## config.mk

```make
export PLATFORM = sky130hd
export DESIGN_NAME = lss_kernel
export DESIGN_NICKNAME = d
export VERILOG_FILES = /design/src/hw/rtl/assert_macros.svh /design/src/hw/rtl/lss_pkg.sv /design/src/hw/rtl/lss_kernel.sv
export SDC_FILE = /design/constraint.sdc
export NUM_CORES = 1
export LEC_CHECK = 0
export ABC_AREA = 1
export BUFFER_PORTS_ARGS = -buffer_cell sky130_fd_sc_hd__clkbuf_2
export CORE_UTILIZATION = 37
export CTS_CLUSTER_DIAMETER = 40
export DETAILED_ROUTE_END_ITERATION = 7
export GPL_TIMING_DRIVEN = 0
export PLACE_DENSITY = 0.66
export SETUP_SLACK_MARGIN = 0.5
export SYNTH_ARGS = -nofsm -noshare
export SYNTH_HDL_FRONTEND = slang
export SYNTH_SLANG_ARGS = --single-unit
```

## constraint.sdc

```tcl
create_clock -name clk_i -period 13.2 [get_ports clk_i]
set_clock_uncertainty 0.2 [all_clocks]
set_input_delay 2.64 -clock clk_i [delete_from_list [all_inputs] [get_ports clk_i]]
set_output_delay 2.64 -clock clk_i [all_outputs]
set_load 0.1 [all_outputs]
```

## src/hw/rtl/assert_macros.svh

```systemverilog
// Assertion shorthands for the sharpening filter.
// Used by the top level only; no other dependencies.
`ifndef ASSERT_MACROS_SVH
`define ASSERT_MACROS_SVH

// Same-cycle implication, disabled while reset is asserted.
`define LSS_ASSERT_IMP(lbl, clk, rst_n, ante, cons) \
  lbl: assert property (@(posedge clk) disable iff (!rst_n) (ante) |-> (cons)) \
    else $error("assertion failed");

// Next-cycle implication, disabled while reset is asserted.
`define LSS_ASSERT_NXT(lbl, clk, rst_n, ante, cons) \
  lbl: assert property (@(posedge clk) disable iff (!rst_n) (ante) |=> (cons)) \
    else $error("assertion failed");

`endif

```

## src/hw/rtl/lss_pkg.sv

```systemverilog
// Shared types and constants of the Laplacian sharpening filter.
// No dependencies; every RTL module and interface imports this package.
package lss_pkg;

  localparam int PIX_W      = 8;
  localparam int CFG_IDX_W  = 2;
  localparam int CFG_DATA_W = 13;
  localparam int IROW_W     = 13;   // input row runs past the last row while draining
  localparam int OROW_W     = 12;
  localparam int HGT_W      = 13;
  localparam int CFGW_W     = 11;   // width register as written

  localparam logic [CFG_IDX_W-1:0] REG_IMAGE_WIDTH  = 2'd0;
  localparam logic [CFG_IDX_W-1:0] REG_IMAGE_HEIGHT = 2'd1;

  localparam int                 WIDTH_RESET  = 640;
  localparam logic [HGT_W-1:0]   HEIGHT_RESET = 13'd480;
  localparam logic [HGT_W-1:0]   HEIGHT_LIMIT = 13'd4096;
  localparam logic [PIX_W-1:0]   PIX_MAX      = 8'hFF;

  localparam int FIFO_DEPTH = 4;
  localparam int FIFO_CNT_W = 3;
  localparam int FIFO_PTR_W = 2;
  // one slot stays free for the item in the kernel stage
  localparam logic [FIFO_CNT_W-1:0] FIFO_READY_LIM = 3'd3;

  // Per-item control carried from the sequencer into the kernel stage.
  typedef struct packed {
    logic             adv;      // item advances the stream
    logic             emit;     // item produces an output pixel
    logic             last;     // output is the frame's last pixel
    logic             n_edge;   // top row: north replicates center
    logic             s_edge;   // bottom row
    logic             w_edge;   // left column
    logic             e_edge;   // right column
    logic [PIX_W-1:0] pixel;
  } item_t;

  typedef struct packed {
    logic [PIX_W-1:0] sharpened;
    logic             frame_last;
  } out_t;

endpackage

```

## src/hw/rtl/lss_kernel.sv

```systemverilog
// 3x3 window registers and the Laplacian sharpening arithmetic.
// Depends on lss_pkg.
module lss_kernel import lss_pkg::*; (
  input  logic             clk_i,
  input  item_t            item_i,
  input  logic [PIX_W-1:0] mid_rd_i,   // east of this item's center
  input  logic [PIX_W-1:0] up_rd_i,    // north of the next center
  output logic             push_o,
  output out_t             res_o
);

  logic [PIX_W-1:0] c_q, w_q, n_q, s_q;
  logic [PIX_W-1:0] pc, pn, ps, pw, pe, lap_cl;
  logic [PIX_W+1:0] c4, nsum;
  logic [PIX_W+2:0] lap;
  logic [PIX_W:0]   res;

  always_ff @(posedge clk_i) begin
    if (item_i.adv) begin
      w_q <= c_q;
      c_q <= mid_rd_i;
      n_q <= up_rd_i;
      s_q <= item_i.pixel;
    end
  end

  always_comb begin
    pc = c_q;
    pn = item_i.n_edge ? c_q : n_q;
    ps = item_i.s_edge ? c_q : s_q;
    pw = item_i.w_edge ? c_q : w_q;
    pe = item_i.e_edge ? c_q : mid_rd_i;
    c4   = {pc, 2'b00};
    nsum = {2'b00, pn} + {2'b00, ps} + {2'b00, pw} + {2'b00, pe};
    lap  = {1'b0, c4} - {1'b0, nsum};
    if (lap[PIX_W+2]) begin
      lap_cl = '0;
    end else if (lap[PIX_W+1:PIX_W] != '0) begin
      lap_cl = PIX_MAX;
    end else begin
      lap_cl = lap[PIX_W-1:0];
    end
    res = {1'b0, pc} + {2'b00, lap_cl[PIX_W-1:1]};
    res_o.sharpened  = res[PIX_W] ? PIX_MAX : res[PIX_W-1:0];
    res_o.frame_last = item_i.last;
  end

  assign push_o = item_i.adv && item_i.emit;

endmodule

```

==> results.md <==
- Largest area contributor in the netlist: edfxtp_1
- Top_reg_cell synth: edfxtp_1
- Hold Buf Count CTS: 0
- Synthesized instance count: 324
- CTS Sinks: 32
- Largest net degree at the start of global routing: 34
- Crit Path Max Fanout: 10
- Die H: 89.8 um
- Synthesized net count: 398
- Syn Std Cell Area: 2850 um2
- Met1 Use GR: 17.2%
- Buffers on Ports: 40
- Hold Path Depth: 0
- Worst Setup SP: item_i[9]
- Area grow syn2layout: 14.2%
- Initial Util: 38.9%
- CTS clk-pin slew, worst paths: 0.06 ns
- Detail Route Antenna Nets: 0
- R2R Path Start: c_q[0]
- I/O pin total: 42
- Grt peak-use layer: met2
- Remaining DRCs: 0
- Drt first pass iters: 4
- Final hold violations: 0
- Max-cap check violation count: 0
- CP endpoint kind: primary output
- Mean Syn Cell Area: 8.79 um2
- CP Launch Type: input port
- Yosys top cell area share: 33.7%
- Clock latency on the worst-skew pair: 0.28 ns
- Sequential area share after synthesis: 33.7%
- Final max-slew violation count: 0
- Iter 0 DRT Violations: 56
- Slowest CP cell: fa_1
- Crit path buf inv count: 9
- H-tree levels: 2
- F_max: 0.0914 GHz
- HP Class: reg -> reg
- Slew headroom: 47.8%
- CP max stage delay: 0.56 ns
- Global-route met3 utilization: 2.12%
- Global-route wire length before repair: 9400 um
- Most common cell in the netlist: inv_1
- Drt total wl: 5290 um
- Number of buffers on the longest clock path: 2
- Fraction of registers with async set/reset: 0%
- Cells after DPL: 463
- Setup TNS Final: 0 ns
- Antenna diodes: 0
- Num CTS Buffers: 5
- GRT met2 Usage: 26.4%
- Post-synth cell types: 25
- Total grt overflow: 0
- Setup CP Type: in -> out
- Fraction of layout cells with a size suffix above 1: 19.9%
- DR WL/cell: 11.2 um
- Synth top area cells: edfxtp_1, fa_1, inv_1
- FF+latch count, synth: 32
- Worst hold start: c_q[4]
- WP data arrival: 8.10 ns
- Worst EP required: 10.36 ns
- Via-per-instance ratio: 4.54
- Post-CTS Setup Bufs: 0
- Number of synthesized flops with an enable pin: 32
- HPWL Detailed: 4480 um
- Unrepaired setup endpoints after global routing: no
- Worst Tran Pin Value: 0.783 ns
- Top cells by count, synth: inv_1, nand2_1, edfxtp_1, a21oi_1, fa_1
- Number of global-route vias before repair: 2212
- Via count: 2137
- All-Layer GR Usage: 14.7%
- Core area: 7330 um2
- R2R depth: 0
- Row Count: 31
- CTS tree: done
- Crit-path leading delay family: adder cells
- Most used cell, CP: inv_1
- Fin crit share: 82.9%
- Status: finished clean
- Tmin final: 10.94 ns
- Routability cong.: 0.849
- Chip width: 89.8 um
- Post-CTS sizing: 0
- Die area: 8060 um2
- WP depth: 30
- Final setup viols: 0
- Root buf cell: clkbuf_8
- Final Instance Count excl. Fillers: 471
- Synth Warn #: 0
- Initial antenna violation count: 0
- Layout Nets: 445
-- logic make-up (layout without fill, tap and decap cells) --
family	after synthesis	after routing	share of synthesized area, %
adder cells (fa/ha/maj)	42	42	24.8
AND/OR/NAND/NOR	130	130	21.4
multiplexers	4	4	1.58
buffers and inverters	68	116	9.09
AO/OA/AOI/OAI	43	43	7.86
flip-flops	32	32	33.7
XOR/XNOR	5	5	1.54
-- per-layer routing --
layer | vias up | wire (um)
li1 | 1131 | -
met3 | 8 | 135
met5 | - | 0
met4 | 0 | 121
met1 | 962 | 2420
met2 | 36 | 2620
-- through the flow --
step,setup WS [ns],hold WS [ns],util (%),instance area (um2)
after floorplan,2.76,0.257,-,2850
after global placement,2.32,0.331,43.3,3170
after detailed placement,2.24,0.338,43.3,3170
after CTS,2.24,0.349,44.4,3250
after global routing,1.83,0.369,44.4,3250
final,2.26,0.339,44.4,3250
-- cell type report --
type,instances,area (um2)
well taps,99,124
clock inverters,1,3.75
plain buffers,5,22.5
inverters,63,236
repair buffers,40,200
clock buffers,7,76.3
multi-input cells,224,1630
flip-flops and latches,32,961
fillers,736,4080
-- path summary, 6_finish.rpt --
| kind | slack [ns] | endpoint |
|---|---|---|
| max | 2.26 | res_o[7] |
| min | 0.34 | w_q[4] |
| max reg2reg | 12.20 | w_q[0] |
| min reg2reg | 0.34 | w_q[4] |
-- layout by cell type (no fill, tap or decap), types with 2 or more instances in the layout --
| cell | Yosys | routed |
|---|---|---|
| nand4_1 | 3 | 3 |
| o21ai_0 | 13 | 13 |
| clkbuf_1 | 4 | 6 |
| inv_1 | 61 | 61 |
| clkbuf_2 | 0 | 40 |
| nand2_2 | 12 | 12 |
| nand3_2 | 2 | 2 |
| clkbuf_8 | 0 | 5 |
| nand3b_1 | 3 | 3 |
| nand2_4 | 3 | 3 |
| nor2_1 | 23 | 23 |
| mux2_2 | 4 | 4 |
| fa_1 | 24 | 24 |
| a21oi_1 | 27 | 27 |
| inv_2 | 2 | 2 |
| ha_1 | 18 | 18 |
| a21oi_2 | 2 | 2 |
| edfxtp_1 | 32 | 32 |
| nand2_1 | 60 | 60 |
| nand3_1 | 19 | 19 |
| xnor2_1 | 5 | 5 |
| or2_0 | 2 | 2 |
-- state kept, by name, summed over array words and instances (netlist names) --
signal	flops
c_q	8
n_q	8
s_q	8
w_q	8
Power is left out: the tool's default activity adds up to more than one toggle a clock period on the data nets, which glitch-free logic cannot reach.
