### src/hw/rtl/assert_macros.svh
// Assertion shorthands for the sharpening filter.
// Used by the top level only; no other dependencies.
`ifndef ASSERT_MACROS_SVH
`define ASSERT_MACROS_SVH

// Same-cycle implication, disabled while reset is asserted.
`define LSS_ASSERT_IMP(lbl, clk, rst_n, ante, cons) \
  lbl: assert property (@(posedge clk) disable iff (!rst_n) (ante) |-> (cons)) \
    else $error("assertion failed");

// Next-cycle implication, disabled while reset is asserted.
`define LSS_ASSERT_NXT(lbl, clk, rst_n, ante, cons) \
  lbl: assert property (@(posedge clk) disable iff (!rst_n) (ante) |=> (cons)) \
    else $error("assertion failed");

`endif

### src/hw/rtl/lss_pkg.sv
// Shared types and constants of the Laplacian sharpening filter.
// No dependencies; every RTL module and interface imports this package.
package lss_pkg;

  localparam int PIX_W      = 8;
  localparam int CFG_IDX_W  = 2;
  localparam int CFG_DATA_W = 13;
  localparam int IROW_W     = 13;   // input row runs past the last row while draining
  localparam int OROW_W     = 12;
  localparam int HGT_W      = 13;
  localparam int CFGW_W     = 11;   // width register as written

  localparam logic [CFG_IDX_W-1:0] REG_IMAGE_WIDTH  = 2'd0;
  localparam logic [CFG_IDX_W-1:0] REG_IMAGE_HEIGHT = 2'd1;

  localparam int                 WIDTH_RESET  = 640;
  localparam logic [HGT_W-1:0]   HEIGHT_RESET = 13'd480;
  localparam logic [HGT_W-1:0]   HEIGHT_LIMIT = 13'd4096;
  localparam logic [PIX_W-1:0]   PIX_MAX      = 8'hFF;

  localparam int FIFO_DEPTH = 4;
  localparam int FIFO_CNT_W = 3;
  localparam int FIFO_PTR_W = 2;
  // one slot stays free for the item in the kernel stage
  localparam logic [FIFO_CNT_W-1:0] FIFO_READY_LIM = 3'd3;

  // Per-item control carried from the sequencer into the kernel stage.
  typedef struct packed {
    logic             adv;      // item advances the stream
    logic             emit;     // item produces an output pixel
    logic             last;     // output is the frame's last pixel
    logic             n_edge;   // top row: north replicates center
    logic             s_edge;   // bottom row
    logic             w_edge;   // left column
    logic             e_edge;   // right column
    logic [PIX_W-1:0] pixel;
  } item_t;

  typedef struct packed {
    logic [PIX_W-1:0] sharpened;
    logic             frame_last;
  } out_t;

endpackage

### src/hw/rtl/lss_out_fifo.sv
// Small result queue that decouples the kernel from output backpressure.
// Depends on lss_pkg.
module lss_out_fifo import lss_pkg::*; (
  input  logic                  clk_i,
  input  logic                  rst_ni,
  input  logic                  push_i,
  input  out_t                  data_i,
  input  logic                  pop_i,
  output out_t                  data_o,
  output logic                  valid_o,
  output logic [FIFO_CNT_W-1:0] cnt_o
);

  out_t                  mem_q [FIFO_DEPTH];
  logic [FIFO_PTR_W-1:0] head_q, tail_q;
  logic [FIFO_CNT_W-1:0] cnt_q;
  logic                  do_pop;

  assign valid_o = (cnt_q != '0);
  assign do_pop  = pop_i && valid_o;
  assign data_o  = mem_q[head_q];
  assign cnt_o   = cnt_q;

  always_ff @(posedge clk_i) begin
    if (push_i) begin
      mem_q[tail_q] <= data_i;
    end
  end

  always_ff @(posedge clk_i or negedge rst_ni) begin
    if (!rst_ni) begin
      head_q <= '0;
      tail_q <= '0;
      cnt_q  <= '0;
    end else begin
      if (push_i) begin
        tail_q <= tail_q + FIFO_PTR_W'(1);
      end
      if (do_pop) begin
        head_q <= head_q + FIFO_PTR_W'(1);
      end
      cnt_q <= cnt_q + FIFO_CNT_W'(push_i) - FIFO_CNT_W'(do_pop);
    end
  end

endmodule

### config.mk
export PLATFORM = sky130hd
export DESIGN_NAME = lss_out_fifo
export DESIGN_NICKNAME = d
export VERILOG_FILES = /design/src/hw/rtl/assert_macros.svh /design/src/hw/rtl/lss_pkg.sv /design/src/hw/rtl/lss_out_fifo.sv
export SDC_FILE = /design/constraint.sdc
export NUM_CORES = 1
export LEC_CHECK = 0
export BUFFER_PORTS_ARGS = -buffer_cell sky130_fd_sc_hd__clkbuf_2
export CAP_MARGIN = 20
export CELL_PAD_IN_SITES_DETAIL_PLACEMENT = 1
export CELL_PAD_IN_SITES_GLOBAL_PLACEMENT = 1
export CORE_ASPECT_RATIO = 1.25
export CORE_MARGIN = 1
export CORE_UTILIZATION = 30
export CTS_BUF_LIST = sky130_fd_sc_hd__clkbuf_4 sky130_fd_sc_hd__clkbuf_8 sky130_fd_sc_hd__clkbuf_16
export CTS_CLUSTER_SIZE = 14
export DETAILED_ROUTE_END_ITERATION = 16
export PLACE_DENSITY = 0.52
export SYNTH_ARGS = -nofsm -noshare
export SYNTH_HDL_FRONTEND = slang
export SYNTH_SLANG_ARGS = --single-unit
### constraint.sdc
create_clock -name clk_i -period 2.1 [get_ports clk_i]
set_input_delay 0.21 -clock clk_i [delete_from_list [all_inputs] [get_ports clk_i]]
set_output_delay 0.21 -clock clk_i [all_outputs]
set_load 0.03 [all_outputs]
==> run metrics, run 1 <==
initial antenna violation count=0; Final Net Count=137; Crit path max-delay family=adder cells; mean post-synth cell area=20.96 sq um; part of the cycle the worst path needs=0.9398; DR iter-0 viols=32; fmax=0.5067 GHz; final setup vio count=0; share of layout cells above drive strength 1=0.4153; leakage power=0.7760 nW; Synth Warn #=0; Fillers=532; wire length per cell=16.35 microns; Util after Layout=0.3743; final hold vios=0; Synth Flop Type=edfxtp_1; CTS Buf Count=5; clock latency on the worst-skew pair=0.29 ns; vias in the first global route=919; Pwr Density=1459 nW/um^2; Slew @ Worst Pin=0.5323 ns; Slew Viols, Final=0; largest net degree at the start of global routing=13; row cnt=30; critical path class=register to register; starting density of the core=0.3120; number of iterations in the first detailed-routing pass=4; global-route usage over all layers=0.1097; DIE WIDTH=69.29 microns; most frequent cells in the layout=36 x edfxtp_1, 25 x clkbuf_2, 8 x mux4_2; first-pass GRT wire length=4712 microns; CTS tree=done; Final ANT Viol Nets=0; status=finished, final reports clean; crit end category=register; final WL=2976 microns; CTS H-tree depth=2; RSZ-0062 raised after global routing=no; most frequent CP cell=ha_1; post-synthesis sequential area ratio=0.7399; most common cell after layout, fill and taps aside=edfxtp_1; Max FO, Critical Path=5; syn_nets=101; min cycle time layout=1.974 ns; clock slew at reported path FFs=0.07 ns; CP Cell Sequence=o31a_1 > ha_1 > inv_1 > ha_1 > fa_2 > xnor2_2 > xnor2_1; cell area after synthesis=1698 sq um; Area Growth Syn to Fin=19.97%; max cap viols=0; Setup TNS Final=0 ns; Post-synth EDFFs=36; die footprint=5967 sq um; top-level port count=26; CTS root buf=clkbuf_8; number of remaining DRC errors=0; GR Overflow Total=0; CP bufs+invs=1; vias=830; I/O Buffers=25; clock buffer depth=2; RD Place Congestion=0.7284; crit path max-delay cell type=dfrtp_2; Data required, critical path=2.27 ns; Unique masters post-synth=17; asr flop ratio synth=0.1628; #FFs+latches synth=43; peak supply drop=516.4 uV; Arr. time, crit path=2.15 ns; Startpoint Class=register; Max stage delay on crit path=0.45 ns; antenna fix cells=0; chip height=86.11 microns; CTS sink count=43; Cells after Synth=81; Core Region=5443 sq um; Final Skew=0.005296 ns; hpwl dp=2122 microns; vias per inst=4.560; Hold Crit Class=primary input to register; Slew HR=0.6451
-- registers in the layout, summed over array words and instances (netlist names) --
register,cells
mem_q,36
cnt_o,3
tail_q,2
head_q,2
-- metrics by stage --
stage | power [mW] | hold WS (ns) | instances | area, sq um | setup WS [ns]
4_1_cts | 2.969 | 0.1280 | 179 | 2003 | 0.03387
5_1_grt | 3.161 | 0.1305 | 182 | 2037 | 0.05440
3_5_place_dp | 2.438 | 0.06163 | 170 | 1902 | 0.05310
2_1_floorplan | 2.097 | -0.08559 | 81 | 1698 | 0.01074
3_3_place_gp | 2.384 | 0.06224 | 170 | 1902 | 0.1416
6_report | 2.972 | 0.1359 | 182 | 2037 | 0.1264
-- cell usage after synthesis (2+ instances only) --
| master | n | share of area |
|---|---|---|
| edfxtp_1 | 36 | 0.64 |
| dfrtp_1 | 7 | 0.10 |
| xor2_1 | 2 | 0.010 |
| ha_1 | 6 | 0.044 |
| and2_1 | 4 | 0.015 |
| inv_1 | 6 | 0.013 |
| xnor2_1 | 3 | 0.015 |
| mux4_2 | 8 | 0.11 |
-- per-layer routing --
metal | GRT usage | vias to the layer above | share of wire | routed length, microns
li1 | - | 382 | - | -
met1 | 0.1233 | 423 | 0.41 | 1217
met2 | 0.1862 | 19 | 0.52 | 1551
met3 | 0.03995 | 6 | 0.048 | 142
met4 | 0.05009 | 0 | 0.022 | 64
met5 | 0 | - | 0 | 0
-- logic make-up after synthesis --
kind of cell               synth area share
xor gates and xnor gates            0.02580
adders and majority gates           0.05601
AOI/OAI and AO/OA                   0.01326
muxes                                0.1216
DFF                                  0.7399
and+or+nand+nor                     0.02063
buffers and inverters               0.02284
-- worst paths after layout --
check | startpoint | end | slack, ns | cells past startpoint
setup / recovery | cnt_o[2] | cnt_o[2] | 0.13 | 7
hold / removal | data_i[4] | mem_q[2][4] | 0.14 | 1
setup reg to reg | cnt_o[2] | cnt_o[2] | 0.13 | 7
hold reg to reg | tail_q[0] | tail_q[0] | 0.53 | 1
max in group asynchronous | rst_ni | cnt_o[2] | 1.61 | 2
min in group asynchronous | rst_ni | head_q[1] | 0.30 | 2
-- final cells by class --
class,count,area (sq um),area share
Multi-Input combinational cell,30,412.9,0.2027
Inverter,6,22.52,0.01106
Sequential cell,43,1257,0.6173
Clock buffer,8,91.34,0.04484
Timing Repair Buffer,31,172.7,0.08477
Tap cell,64,80.08,0.03931
-- where the power goes --
| part | internal [mW] | leakage, nW | switching (mW) |
|---|---|---|---|
| Sequential | 1.15 | 0.412 | 0.150 |
| Combinational | 0.482 | 0.315 | 0.669 |
| Clock | 0.275 | 0.0498 | 0.248 |
| Total | 1.90 | 0.776 | 1.07 |
-- repair_timing --
item | in CTS | in global routing
endpoints found under the setup margin | 0 | 1
gates resized for setup | 0 | 3
endpoints found under the hold margin | 7 | 0
hold buffers | 1 | 0
setup buffers | 0 | 3
No activity file was read; power rests on OpenSTA's default activity.
==> run 2, diff against run 1 <==
- CORE_MARGIN: 1 -> 3
==> run 2 against run 1 <==
Net effect: setup slack lost 0.045 ns; critical path depth is the same; cell area shrank 1.4%; combinational power shrank 3%; flip-flop and latch count is the same; global-route usage shrank 1.7 points; critical path type unchanged; via count shrank 1.2%; largest cell class unchanged; sequential power is essentially flat; routed wire length grew 1.7%; non-clock buffer count shrank 2; clock power shrank 1%; worst hold slack gained 0.013 ns.
==> run metrics, run 2 (same netlist as run 1, synthesis figures left out) <==
reg2reg path depth=7; die footprint=6604 sq um; Pwr Density=1451 nW/um^2; part of the cycle the worst path needs=0.9612; final instance area=2008 sq um; Hold Slack=0.1487 ns; status=finished, final reports clean; max reg flops=36; Final Skew=0.005907 ns; number of remaining DRC errors=0; most frequent cells in the layout=36 x edfxtp_1, 25 x clkbuf_2, 8 x mux4_2, 7 x dfrtp_1; Worst Setup Slack, final=0.08143 ns; antenna fix cells=0; register with the most flip-flops=mem_q; Fillers=547; sw power=1.066 mW; area post-placement=1894 sq um; final WL=3026 microns; peak supply drop=778.9 uV; Core Region=5443 sq um; wire length per cell=16.81 microns; clock slew at reported path FFs=0.08 ns; final hold vios=0; DR iter-0 viols=56; worst r2r src=cnt_o[2]; Clock Power Share=0.178; I/O Buffers=25; critical path class=register to register; Setup crit end=cnt_o[2]; vias=820; share of layout cells above drive strength 1=0.3793; Final ANT Viol Nets=0; DIE WIDTH=73.29 microns; Util after Layout=0.3690; min cycle time layout=2.019 ns; final setup vio count=0; most common cell after layout, fill and taps aside=edfxtp_1; max cap viols=0; Place WS=0.04663 ns; Sequential Power Share=0.441; CTS sink count=43; CTS root buf=clkbuf_8; starting density of the core=0.3120; number of iterations in the first detailed-routing pass=2; clock latency on the worst-skew pair=0.28 ns; Data required, critical path=2.27 ns; share of power burned in combinational logic=0.382; initial antenna violation count=0; Slew Viols, Final=0; row cnt=30; first-pass GRT wire length=4491 microns; R2R Setup Slk=0.08 ns; Final Net Count=135; R2R Path End=cnt_o[2]; Hold Crit Class=primary input to register; vias per inst=4.556; RD Place Congestion=0.6385; Startpoint Class=register; CTS Buf Count=5; Arr. time, crit path=2.19 ns; Post-CTS Resized=0; GR Overflow Total=0; fmax=0.4954 GHz; crit path launch=cnt_o[2]; CTS tree=done; hpwl dp=2092 microns; clock buffer depth=2; Max FO, Critical Path=5; vias in the first global route=862; leakage power=0.7619 nW; RSZ-0062 raised after global routing=no; chip height=90.11 microns; global-route usage over all layers=0.09296; Setup TNS Final=0 ns; Area Growth Syn to Fin=18.28%; largest net degree at the start of global routing=13; CTS H-tree depth=2; Slew @ Worst Pin=0.5193 ns; crit end category=register; top-level port count=26; fraction of power spent switching nets=0.3658; Slew HR=0.6538; P_int=1.848 mW
## run 2: changes by cell type in the layout (fill, tap and decap cells not counted), sizes merged
cell | before | now
buf | 5 | 3
clkbuf | 33 | 32
clkinv | 0 | 1
## run 2: worst min-delay path by stage
stage,start,to,cells past startpoint
6_report,data_i[8],mem_q[3][8],1
5_1_grt,data_i[0],mem_q[1][0],1
4_1_cts,data_i[0],mem_q[0][0],1
3_5_place_dp,rst_ni,cnt_o[2],1
3_3_place_gp,rst_ni,cnt_o[2],1
2_1_floorplan,rst_ni,cnt_o[0],0
## run 2: routing by layer
layer / wire, microns / global-route usage / part of all wire
met1: 1267 / 0.1150 / 0.42
met2: 1563 / 0.1500 / 0.52
met3: 163 / 0.03132 / 0.054
met4: 32 / 0.03172 / 0.011
met5: 0 / 0 / 0
## run 2: repair_timing
item                                   CTS  global route
endpoints found under the hold margin    7             0
setup buffers                            0             2
setup endpoints to repair                0             1
hold buffers                             1             0
## run 2: critical path, stage by stage (launching register included)
cell	delay, ns
dfrtp_1	0.44
o31a_1	0.30
ha_1	0.29
inv_1	0.04
ha_1	0.19
fa_1	0.38
xnor2_1	0.14
xnor2_1	0.13
## run 2: area by class of cell
type	count	area, sq um	share of cell area
well taps	64	80.08	0.03988
inverters	6	22.52	0.01121
repair buffers	29	157.7	0.07850
flip-flops and latches	43	1256	0.6255
clock buffers	7	83.83	0.04174
clock inverters	1	5.005	0.002492
multi-input cells	30	402.9	0.2006
## run 2: power by group through the flow
stage | logic, mW | registers [mW] | clock network [mW]
3_3_place_gp | 1.07 | 1.30 | 0
4_1_cts | 1.10 | 1.30 | 0.532
3_5_place_dp | 1.09 | 1.32 | 0
6_report | 1.11 | 1.28 | 0.517
5_1_grt | 1.20 | 1.32 | 0.562
2_1_floorplan | 0.806 | 1.29 | 0
## run 2: through the flow
stage               total power, mW  std cells
global route                  3.082        180
floorplan                     2.097         81
detailed placement            2.415        169
global placement              2.378        169
CTS                           2.935        178
finish                        2.914        180
