--- config.mk ---
export PLATFORM = sky130hd
export DESIGN_NAME = lss_seq
export DESIGN_NICKNAME = d
export VERILOG_FILES = /design/src/hw/rtl/assert_macros.svh /design/src/hw/rtl/lss_pkg.sv /design/src/hw/rtl/lss_seq.sv
export SDC_FILE = /design/constraint.sdc
export NUM_CORES = 1
export LEC_CHECK = 0
export ABC_AREA = 1
export BUFFER_PORTS_ARGS = -buffer_cell sky130_fd_sc_hd__buf_2
export CAP_MARGIN = 10
export CORE_AREA = 2 2 146 91
export DETAILED_ROUTE_END_ITERATION = 7
export DIE_AREA = 0 0 148 93
export MAX_ROUTING_LAYER = met4
export PLACE_DENSITY = 0.71
export SYNTH_ARGS = -nofsm -noshare
export SYNTH_HDL_FRONTEND = slang
export SYNTH_SLANG_ARGS = --single-unit
--- constraint.sdc ---
create_clock -name clk_i -period 4.6 [get_ports clk_i]
set_input_delay 0 -clock clk_i [delete_from_list [all_inputs] [get_ports clk_i]]
set_output_delay 0 -clock clk_i [all_outputs]
set_load 0.02 [all_outputs]
--- src/hw/rtl/assert_macros.svh ---
// Assertion shorthands for the sharpening filter.
// Used by the top level only; no other dependencies.
`ifndef ASSERT_MACROS_SVH
`define ASSERT_MACROS_SVH

// Same-cycle implication, disabled while reset is asserted.
`define LSS_ASSERT_IMP(lbl, clk, rst_n, ante, cons) \
  lbl: assert property (@(posedge clk) disable iff (!rst_n) (ante) |-> (cons)) \
    else $error("assertion failed");

// Next-cycle implication, disabled while reset is asserted.
`define LSS_ASSERT_NXT(lbl, clk, rst_n, ante, cons) \
  lbl: assert property (@(posedge clk) disable iff (!rst_n) (ante) |=> (cons)) \
    else $error("assertion failed");

`endif

--- src/hw/rtl/lss_pkg.sv ---
// Shared types and constants of the Laplacian sharpening filter.
// No dependencies; every RTL module and interface imports this package.
package lss_pkg;

  localparam int PIX_W      = 8;
  localparam int CFG_IDX_W  = 2;
  localparam int CFG_DATA_W = 13;
  localparam int IROW_W     = 13;   // input row runs past the last row while draining
  localparam int OROW_W     = 12;
  localparam int HGT_W      = 13;
  localparam int CFGW_W     = 11;   // width register as written

  localparam logic [CFG_IDX_W-1:0] REG_IMAGE_WIDTH  = 2'd0;
  localparam logic [CFG_IDX_W-1:0] REG_IMAGE_HEIGHT = 2'd1;

  localparam int                 WIDTH_RESET  = 640;
  localparam logic [HGT_W-1:0]   HEIGHT_RESET = 13'd480;
  localparam logic [HGT_W-1:0]   HEIGHT_LIMIT = 13'd4096;
  localparam logic [PIX_W-1:0]   PIX_MAX      = 8'hFF;

  localparam int FIFO_DEPTH = 4;
  localparam int FIFO_CNT_W = 3;
  localparam int FIFO_PTR_W = 2;
  // one slot stays free for the item in the kernel stage
  localparam logic [FIFO_CNT_W-1:0] FIFO_READY_LIM = 3'd3;

  // Per-item control carried from the sequencer into the kernel stage.
  typedef struct packed {
    logic             adv;      // item advances the stream
    logic             emit;     // item produces an output pixel
    logic             last;     // output is the frame's last pixel
    logic             n_edge;   // top row: north replicates center
    logic             s_edge;   // bottom row
    logic             w_edge;   // left column
    logic             e_edge;   // right column
    logic [PIX_W-1:0] pixel;
  } item_t;

  typedef struct packed {
    logic [PIX_W-1:0] sharpened;
    logic             frame_last;
  } out_t;

endpackage

--- src/hw/rtl/lss_seq.sv ---
// Stream sequencer: frame size registers, input/output position counters,
// edge flags and the per-item control word. Depends on lss_pkg.
module lss_seq import lss_pkg::*; #(
  parameter int MAX_WIDTH = 1024
) (
  input  logic                  clk_i,
  input  logic                  rst_ni,
  input  logic                  acc_i,
  input  logic                  mode_i,
  input  logic [PIX_W-1:0]      pixel_i,
  input  logic                  cfg_we_i,
  input  logic [CFG_IDX_W-1:0]  cfg_idx_i,
  input  logic [CFG_DATA_W-1:0] cfg_data_i,
  output logic                  issue_o,
  output logic [$clog2(MAX_WIDTH)-1:0] issue_col_o,
  output logic [PIX_W-1:0]      issue_pix_o,
  output item_t                 item_o
);

  localparam int ColW       = $clog2(MAX_WIDTH);
  localparam int WW         = ColW + 1;
  localparam int WidthReset = (WIDTH_RESET > MAX_WIDTH) ? MAX_WIDTH : WIDTH_RESET;

  logic [WW-1:0]     wid_q;
  logic [HGT_W-1:0]  hgt_q;
  logic [ColW-1:0]   in_col_q, in_col_d, out_col_q, out_col_d;
  logic [IROW_W-1:0] in_row_q, in_row_d;
  logic [OROW_W-1:0] out_row_q, out_row_d;
  item_t             item_q, item_d;

  logic [WW-1:0]     wid_m1;
  logic [HGT_W-1:0]  hgt_m1;
  logic              frame_done, restart, ignore;
  logic [ColW-1:0]   in_col_c, out_col_c;
  logic [IROW_W-1:0] in_row_c;
  logic [OROW_W-1:0] out_row_c;
  logic [HGT_W-1:0]  wv, hv, w_new, h_new;

  assign wid_m1 = wid_q - WW'(1);
  assign hgt_m1 = hgt_q - HGT_W'(1);

  assign frame_done = (in_row_q >= IROW_W'(hgt_q));
  assign restart    = !mode_i && frame_done;      // pixel after the frame starts a new one
  assign ignore     = mode_i && !frame_done;      // drain before the frame is complete

  assign in_col_c  = restart ? '0 : in_col_q;
  assign in_row_c  = restart ? '0 : in_row_q;
  assign out_col_c = restart ? '0 : out_col_q;
  assign out_row_c = restart ? '0 : out_row_q;

  always_comb begin
    item_d        = '0;
    item_d.adv    = acc_i && !ignore;
    item_d.emit   = (in_row_c >= IROW_W'(2)) || ((in_row_c == IROW_W'(1)) && (in_col_c != '0));
    item_d.n_edge = (out_row_c == '0);
    item_d.s_edge = ({1'b0, out_row_c} >= hgt_m1);
    item_d.w_edge = (out_col_c == '0);
    item_d.e_edge = ({1'b0, out_col_c} >= wid_m1);
    item_d.last   = item_d.s_edge && item_d.e_edge;
    item_d.pixel  = mode_i ? '0 : pixel_i;
  end

  always_comb begin
    in_col_d  = in_col_c;
    in_row_d  = in_row_c;
    out_col_d = out_col_c;
    out_row_d = out_row_c;
    if ({1'b0, in_col_c} == wid_m1) begin
      in_col_d = '0;
      in_row_d = in_row_c + IROW_W'(1);
    end else begin
      in_col_d = in_col_c + ColW'(1);
    end
    if (item_d.emit) begin
      if (item_d.e_edge) begin
        out_col_d = '0;
        out_row_d = out_row_c + OROW_W'(1);
      end else begin
        out_col_d = out_col_c + ColW'(1);
      end
    end
    if (item_d.emit && item_d.last) begin
      in_col_d  = '0;
      in_row_d  = '0;
      out_col_d = '0;
      out_row_d = '0;
    end
  end

  // register values with 0 and oversize clamped
  assign wv    = {{(HGT_W-CFGW_W){1'b0}}, cfg_data_i[CFGW_W-1:0]};
  assign hv    = cfg_data_i[HGT_W-1:0];
  assign w_new = (wv == '0) ? HGT_W'(1) : ((wv > HGT_W'(MAX_WIDTH)) ? HGT_W'(MAX_WIDTH) : wv);
  assign h_new = (hv == '0) ? HGT_W'(1) : ((hv > HEIGHT_LIMIT) ? HEIGHT_LIMIT : hv);

  always_ff @(posedge clk_i or negedge rst_ni) begin
    if (!rst_ni) begin
      wid_q     <= WW'(WidthReset);
      hgt_q     <= HEIGHT_RESET;
      in_col_q  <= '0;
      in_row_q  <= '0;
      out_col_q <= '0;
      out_row_q <= '0;
      item_q    <= '0;
    end else begin
      item_q <= item_d;
      if (cfg_we_i) begin
        if (cfg_idx_i == REG_IMAGE_WIDTH) begin
          wid_q <= WW'(w_new);
        end
        if (cfg_idx_i == REG_IMAGE_HEIGHT) begin
          hgt_q <= h_new;
        end
        if ((cfg_idx_i == REG_IMAGE_WIDTH) || (cfg_idx_i == REG_IMAGE_HEIGHT)) begin
          in_col_q  <= '0;
          in_row_q  <= '0;
          out_col_q <= '0;
          out_row_q <= '0;
        end
      end else if (item_d.adv) begin
        in_col_q  <= in_col_d;
        in_row_q  <= in_row_d;
        out_col_q <= out_col_d;
        out_row_q <= out_row_d;
      end
    end
  end

  assign issue_o     = item_d.adv;
  assign issue_col_o = in_col_c;
  assign issue_pix_o = item_d.pixel;
  assign item_o      = item_q;

endmodule

==> results_dict.tcl, run 1 <==
set metrics [dict create \
    routed_via_density 5.373 \
    critPathCaptureType "register" \
    wire_per_inst_um 15.29 \
    timing_worst_slew_pin_value_ns 0.8950 \
    worst_setup_margin_ns 0.5234 \
    critical_path_buf_inv_count 3 \
    setup-violations-final 0 \
    most_repeated_cell_in_the_gate_level_netlist_after_synthesis "nand2_1" \
    summed_area_of_non_filler_cells_in_the_final_layout_um2 7561 \
    yosys_warning_count 0 \
    timing.critical_path.fanout_max 25 \
    worst_setup_hold_path_clk_slew_ns 0.07 \
    vdd_ir_drop_max_mv 0.2455 \
    post_layout_nets 1130 \
    fin_worst_skew_ns 0.006505 \
    grt_max_degree 60 \
    holdPathStages 4 \
    timing.reg2reg.setup_slack_ns 0.52 \
    postPlaceCellArea_um2 6935 \
    result_of_the_run "finished, final reports clean" \
    regToRegEndpoint "out_row_q[9]$_DFFE_PN0P_" \
    cts_inserted_buffers 9 \
    synthesis.nets 1050 \
    clkLatencyLatePin_ns 0.35 \
    holdCritStartpoint "cfg_we_i" \
    portBuffers 61 \
    groute.usage.overall_pct 29.22 \
    placement_rows 32 \
    cts_max_level 3 \
    synth_async_sr_flop_share_pct 100.0 \
    cp_data_required_time_ns 4.84 \
    leakagePower_nw 4.256 \
    crit_end "out_row_q[9]$_DFFE_PN0P_" \
    stdcell_count 1231 \
    timing.setup.critical_path_class "reg -> reg" \
    worst-path-stages 27 \
    cp.arrival_ns 4.32 \
    yosys_register_bits 84 \
    antenna_cells_inserted 0 \
    drt_pre_antenna_iters 5 \
    worst_hold_slack_ns 0.08373 \
    die-area_um2 13760 \
    synth-edff-count 0 \
    vias_in_the_first_global_route 5855 \
    relSlewSlack_pct 40.11 \
    synth_area_leaders "dfrtp_1, nand2_1, nand3_1, ha_1, inv_1" \
    yosysSeqAreaShare_pct 32.05 \
    clock.fmax_mhz 245.3 \
    detailroute.via_count 6614 \
    final-max-slew-violation-count 0 \
    post-place-cells 1182 \
    core_um2 12490 \
    die_y_um 93 \
    die_x_um 148 \
    tritoncts "yes" \
    cap_violations 0 \
    drt_wl_total_um 18830 \
    post-synth-top-area-cell "dfrtp_1" \
    r2r_cells 27 \
    yosys.area.top_type_share_pct 29.66 \
    drc 0 \
    clock_root_cell "clkbuf_16" \
    syn_inst 976 \
    yosysUniqueCellTypes 41 \
    hold_viol 0 \
    grt_antenna_before_repair 0 \
    wire_length_of_the_first_global_routing_pass_um 30630 \
    layout_worst_path_cycle_share_pct 88.62 \
    rsz0062_at_grt "no" \
    num-fill-cells 1183 \
    io-pin-count 62 \
    crit_path_frequent_cell "nand2_1" \
    critical_path.startpoint "hgt_q[8]$_DFFE_PN1P_" \
    syn-mean-instance-area_um2 6.743 \
    drtAntennaViolNets 0 \
    clk_buf_depth 2 \
    worstReg2RegStart "hgt_q[8]$_DFFE_PN1P_" \
    final_layout_size_suffix_gt1_share_pct 10.84 \
    dp_worst_setup_slack_ns 0.4753 \
    synthesis.area_um2 6581 \
    postCtsSetupRepairBufs 0 \
    cp_slowest_stage_delay_ns 0.55 \
    grt_overflow 0 \
    power_density_nw_per_um2 303.5 \
    cts_sinks 84 \
    detailedRoute.firstIterationViolations 577 \
    layout_min_cycle_time_ns 4.077 \
    worstHoldPathType "in -> reg" \
    startpoint_type "register" \
    critical-path-top-delay-family "simple AND/OR/NAND/NOR gates" \
    floorplan.initialDensity_pct 52.68 \
    post_synth_most_frequent_cells "nand2_1, inv_1, nand3_1, nor2_1, dfrtp_1" \
    post-dp-hpwl_um 13730 \
    synth_top_flop_cell "dfrtp_1" \
    finalWeightedCongestion 0.9467 \
    synthToLayoutAreaGrowth_pct 14.89 \
    critical-path-slowest-cell "dfstp_2" \
    setup_tns_ns 0 \
]
==> cell families (layout without fill, tap and decap cells) <==
group | count (synthesis) | count (layout) | synth area share (%)
AND/OR/NAND/NOR | 575 | 575 | 37.74
buffers and inverters | 178 | 263 | 11.84
flip-flops | 84 | 84 | 32.05
AO/OA/AOI/OAI | 66 | 66 | 5.913
adder cells (fa/ha/maj) | 46 | 46 | 8.745
XOR/XNOR | 27 | 27 | 3.707
==> flip-flops by register name, summed over array words and instances, names as in the netlist <==
register / count
hgt_q: 13
wid_q: 11
item_o: 15
out_row_q: 12
in_col_q: 10
in_row_q: 13
out_col_q: 10
==> cells in the final DEF, fill, tap and decap left out, drive strengths merged, types with 3 or more instances in the layout <==
cell type,n
nand2,305
inv,150
nand3,121
nor2,96
dfrtp,78
buf,68
ha,46
dlygate4sd3,33
nand4,27
xor2,24
o21ai,24
o22ai,19
a21oi,14
nor3,14
clkbuf,9
dfstp,6
nor4,5
nand3b,4
xnor2,3
o41ai,3
==> how the worst min path moves through the flow <==
stage / to
after floorplan: hgt_q[0]$_DFFE_PN0P_
after global placement: item_o[7]$_DFF_PN0_
after detailed placement: item_o[7]$_DFF_PN0_
after CTS: out_col_q[7]$_DFFE_PN0P_
after global routing: out_col_q[7]$_DFFE_PN0P_
final: out_col_q[7]$_DFFE_PN0P_
==> routing by layer <==
metal  up-vias  global-route usage (%)  wire length (µm)
li1       3297                       -                 -
met1      2986                   45.13              9478
met2       317                   39.20              7388
met3        14                   6.098              1811
met4         0                   5.317               147
met5         -                       -                 0
==> what timing repair did <==
item / in CTS / in global routing
hold buffers: 33 / 0
endpoints found under the setup margin: 0 / 22
endpoints found under the hold margin: 57 / 0
resized for setup: 0 / 2
==> final cells by class <==
type                    count  area (µm²)  share of cell area [%]
multi-input cells         714        3692                   48.83
clock inverters             7       67.56                  0.8936
clock buffers               9       225.2                   2.979
inverters                 146       550.5                   7.281
flip-flops and latches     84        2110                   27.90
well taps                 170       212.7                   2.813
repair buffers            101       703.2                   9.300
==> power breakdown <==
| part | leakage, nW | internal, mW | switching (mW) | total (mW) |
|---|---|---|---|---|
| sequential | 1.11 | 0.797 | 0.0394 | 0.836 |
| combinational | 3.01 | 0.242 | 0.481 | 0.723 |
| clock | 0.142 | 0.383 | 0.353 | 0.736 |
==> metrics by stage <==
stage               utilization, %  power [mW]
detailed placement           55.52       1.529
global route                 60.53       2.426
finish                       60.53       2.295
CTS                          60.51       2.286
global placement             55.52       1.525
floorplan                        -       1.328
==> tightest hold or removal path, cell delays in order <==
cell,delay (ns)
buf_2,0.10
inv_1,0.11
nand4_1,0.13
nand2_1,0.05
(Power assumes the default switching activity.)
==> run 2, diff against run 1 <==
--- a/config.mk
+++ b/config.mk
@@ -12,7 +12,7 @@
 export DETAILED_ROUTE_END_ITERATION = 7
 export DIE_AREA = 0 0 148 93
 export MAX_ROUTING_LAYER = met4
-export PLACE_DENSITY = 0.71
+export PLACE_DENSITY = 0.74
 export SYNTH_ARGS = -nofsm -noshare
 export SYNTH_HDL_FRONTEND = slang
 export SYNTH_SLANG_ARGS = --single-unit
==> constraint.sdc (replaced) <==
create_clock -name clk_i -period 3.3 [get_ports clk_i]
set_input_delay 0 -clock clk_i [delete_from_list [all_inputs] [get_ports clk_i]]
set_output_delay 0 -clock clk_i [all_outputs]
set_load 0.02 [all_outputs]
==> run 2 against run 1 <==
The flow now finishes with violations (negative setup slack). Largest cell class unchanged. Register-to-register slack got worse by 0.77 ns. Clock skew hardly changed. Clock power up 48%. Worst hold slack got worse by 0.016 ns. First-iteration DRC count increased by 7.5%. Fmax grew 15%. Setup slack worse by 0.77 ns. Die area is the same.
==> results_dict.tcl, run 2 (synthesis results as in run 1) <==
set metrics [dict create \
    worstHoldPathType "in -> reg" \
    worst_hold_slack_ns 0.06759 \
    result_of_the_run "finished, violations left" \
    most-common-layout-cells "nand2_1, inv_1, buf_4" \
    core_um2 12490 \
    tritoncts "yes" \
    dp_worst_setup_slack_ns -0.2727 \
    violations_in_the_final_reports "negative setup slack" \
    drt_wl_total_um 22060 \
    drt_pre_antenna_iters 7 \
    postPlaceCellArea_um2 7858 \
    wire_length_of_the_first_global_routing_pass_um 35400 \
    fin_worst_skew_ns 0.006745 \
    die_x_um 148 \
    die_y_um 93 \
    final_layout_size_suffix_gt1_share_pct 28.39 \
    hold_viol 0 \
    cts_max_level 3 \
    critical-path-top-delay-family "simple AND/OR/NAND/NOR gates" \
    routed_via_density 5.559 \
    leakagePower_nw 4.920 \
    rsz0062_at_grt "yes" \
    setup_tns_ns -8.230 \
    vdd_ir_drop_max_mv 0.2930 \
    layout_worst_path_cycle_share_pct 107.5 \
    finalWeightedCongestion 0.9574 \
    timing_worst_slew_pin_value_ns 1.081 \
    startpoint_type "register" \
    cp_data_required_time_ns 3.54 \
    critical_path_buf_inv_count 8 \
    cp.arrival_ns 3.79 \
    post_layout_nets 1242 \
    layout_min_cycle_time_ns 3.548 \
    io-pin-count 62 \
    die-area_um2 13760 \
    clk_buf_depth 2 \
    wire_per_inst_um 16.43 \
    largest_register_ff_count 15 \
    worst_setup_margin_ns -0.2476 \
    grt_antenna_before_repair 0 \
    grt_overflow 0 \
    crit_path_frequent_cell "nand2_4" \
    layout.cells.most_common "nand2_1" \
    power_density_nw_per_um2 394.9 \
    summed_area_of_non_filler_cells_in_the_final_layout_um2 9150 \
    clkLatencyLatePin_ns 0.35 \
    critical-path-slowest-cell "dfstp_2" \
    worst_setup_hold_path_clk_slew_ns 0.07 \
    cap_violations 0 \
    detailedRoute.firstIterationViolations 620 \
    portBuffers 61 \
    finalCoreUtilization_pct 73.25 \
    timing.critical_path.fanout_max 7 \
    post-dp-hpwl_um 14930 \
    cts_inserted_buffers 9 \
    final-max-slew-violation-count 0 \
    relSlewSlack_pct 27.93 \
    floorplan.initialDensity_pct 52.68 \
    cts_sinks 84 \
    clock_root_cell "clkbuf_16" \
    timing.setup.critical_path_class "reg -> reg" \
    setup-violations-final 45 \
    vias_in_the_first_global_route 6926 \
    grt_max_degree 85 \
    groute.usage.overall_pct 33.66 \
    critPathCaptureType "register" \
    detailroute.via_count 7466 \
    synthToLayoutAreaGrowth_pct 39.03 \
    drtAntennaViolNets 0 \
    cp_slowest_stage_delay_ns 0.54 \
    placement_rows 32 \
    clock.fmax_mhz 281.9 \
    antenna_cells_inserted 0 \
    drc 0 \
]
==> run 2: cell count changes in the layout (fill, tap and decap cells not counted), sizes merged <==
cell	delta
buf	+111
bufinv	+1
clkbuf	+2
clkinvlp	+1
dlygate4sd3	-1
inv	-2
==> run 2: what timing repair did <==
action,CTS,global route
resized for setup,70,50
setup buffers,13,7
gates cloned,3,1
hold buffers,32,0
endpoints found under the setup margin,43,47
endpoints found under the hold margin,109,0
pin swaps,32,40
==> run 2: worst paths after layout <==
kind	end	startpoint	slack (ns)	cells after the start
worst max register to register	in_row_q[2]$_DFFE_PN0P_	hgt_q[6]$_DFFE_PN1P_	-0.25	32
min in group asynchronous	in_col_q[0]$_DFFE_PN0P_	rst_ni	0.39	2
max in group asynchronous	out_row_q[1]$_DFFE_PN0P_	rst_ni	2.21	2
worst min-delay path	out_col_q[7]$_DFFE_PN0P_	cfg_we_i	0.07	4
worst min register to register	out_col_q[2]$_DFFE_PN0P_	out_col_q[2]$_DFFE_PN0P_	0.49	2
worst max-delay path	in_row_q[2]$_DFFE_PN0P_	hgt_q[6]$_DFFE_PN1P_	-0.25	32
==> run 2: worst register-to-register path: cells and delay by family, from the launching register on <==
family | cells | cell delay (ns)
DFF | 1 | 0.54
adders and majority gates | 2 | 0.52
buffers and inverters | 8 | 0.73
and+or+nand+nor | 21 | 1.54
AOI/OAI and AO/OA | 1 | 0.10
==> run 2: stage by stage <==
stage          power, mW  cells
5_1_grt            3.782   1343
2_1_floorplan      1.875    976
3_5_place_dp       2.321   1275
4_1_cts            3.519   1337
3_3_place_gp       2.297   1275
6_report           3.613   1343
==> run 2: layer usage <==
| layer | wire [µm] | share of wire [%] | GRT usage [%] |
|---|---|---|---|
| met1 | 10070 | 46 | 48.00 |
| met2 | 9386 | 43 | 49.31 |
| met3 | 2209 | 10 | 6.146 |
| met4 | 395 | 1.8 | 9.286 |
| met5 | 0 | 0 | - |
==> run 2: power by group <==
part	total (mW)	internal (mW)	leakage, nW	switching [mW]
sequential	1.16	1.11	1.11	0.0492
clock	1.09	0.615	0.146	0.472
combinational	1.37	0.543	3.67	0.824
total	3.61	2.27	4.92	1.34
==> run 2: layout make-up <==
cell class,instances,area (µm²)
Inverter,146,568.0
Sequential cell,84,2110
Clock buffer,10,239.0
Timing Repair inverter,1,6.256
Fill cell,936,3342
Timing Repair Buffer,212,1699
Clock inverter,6,71.32
Tap cell,170,212.7
Multi-Input combinational cell,714,4244
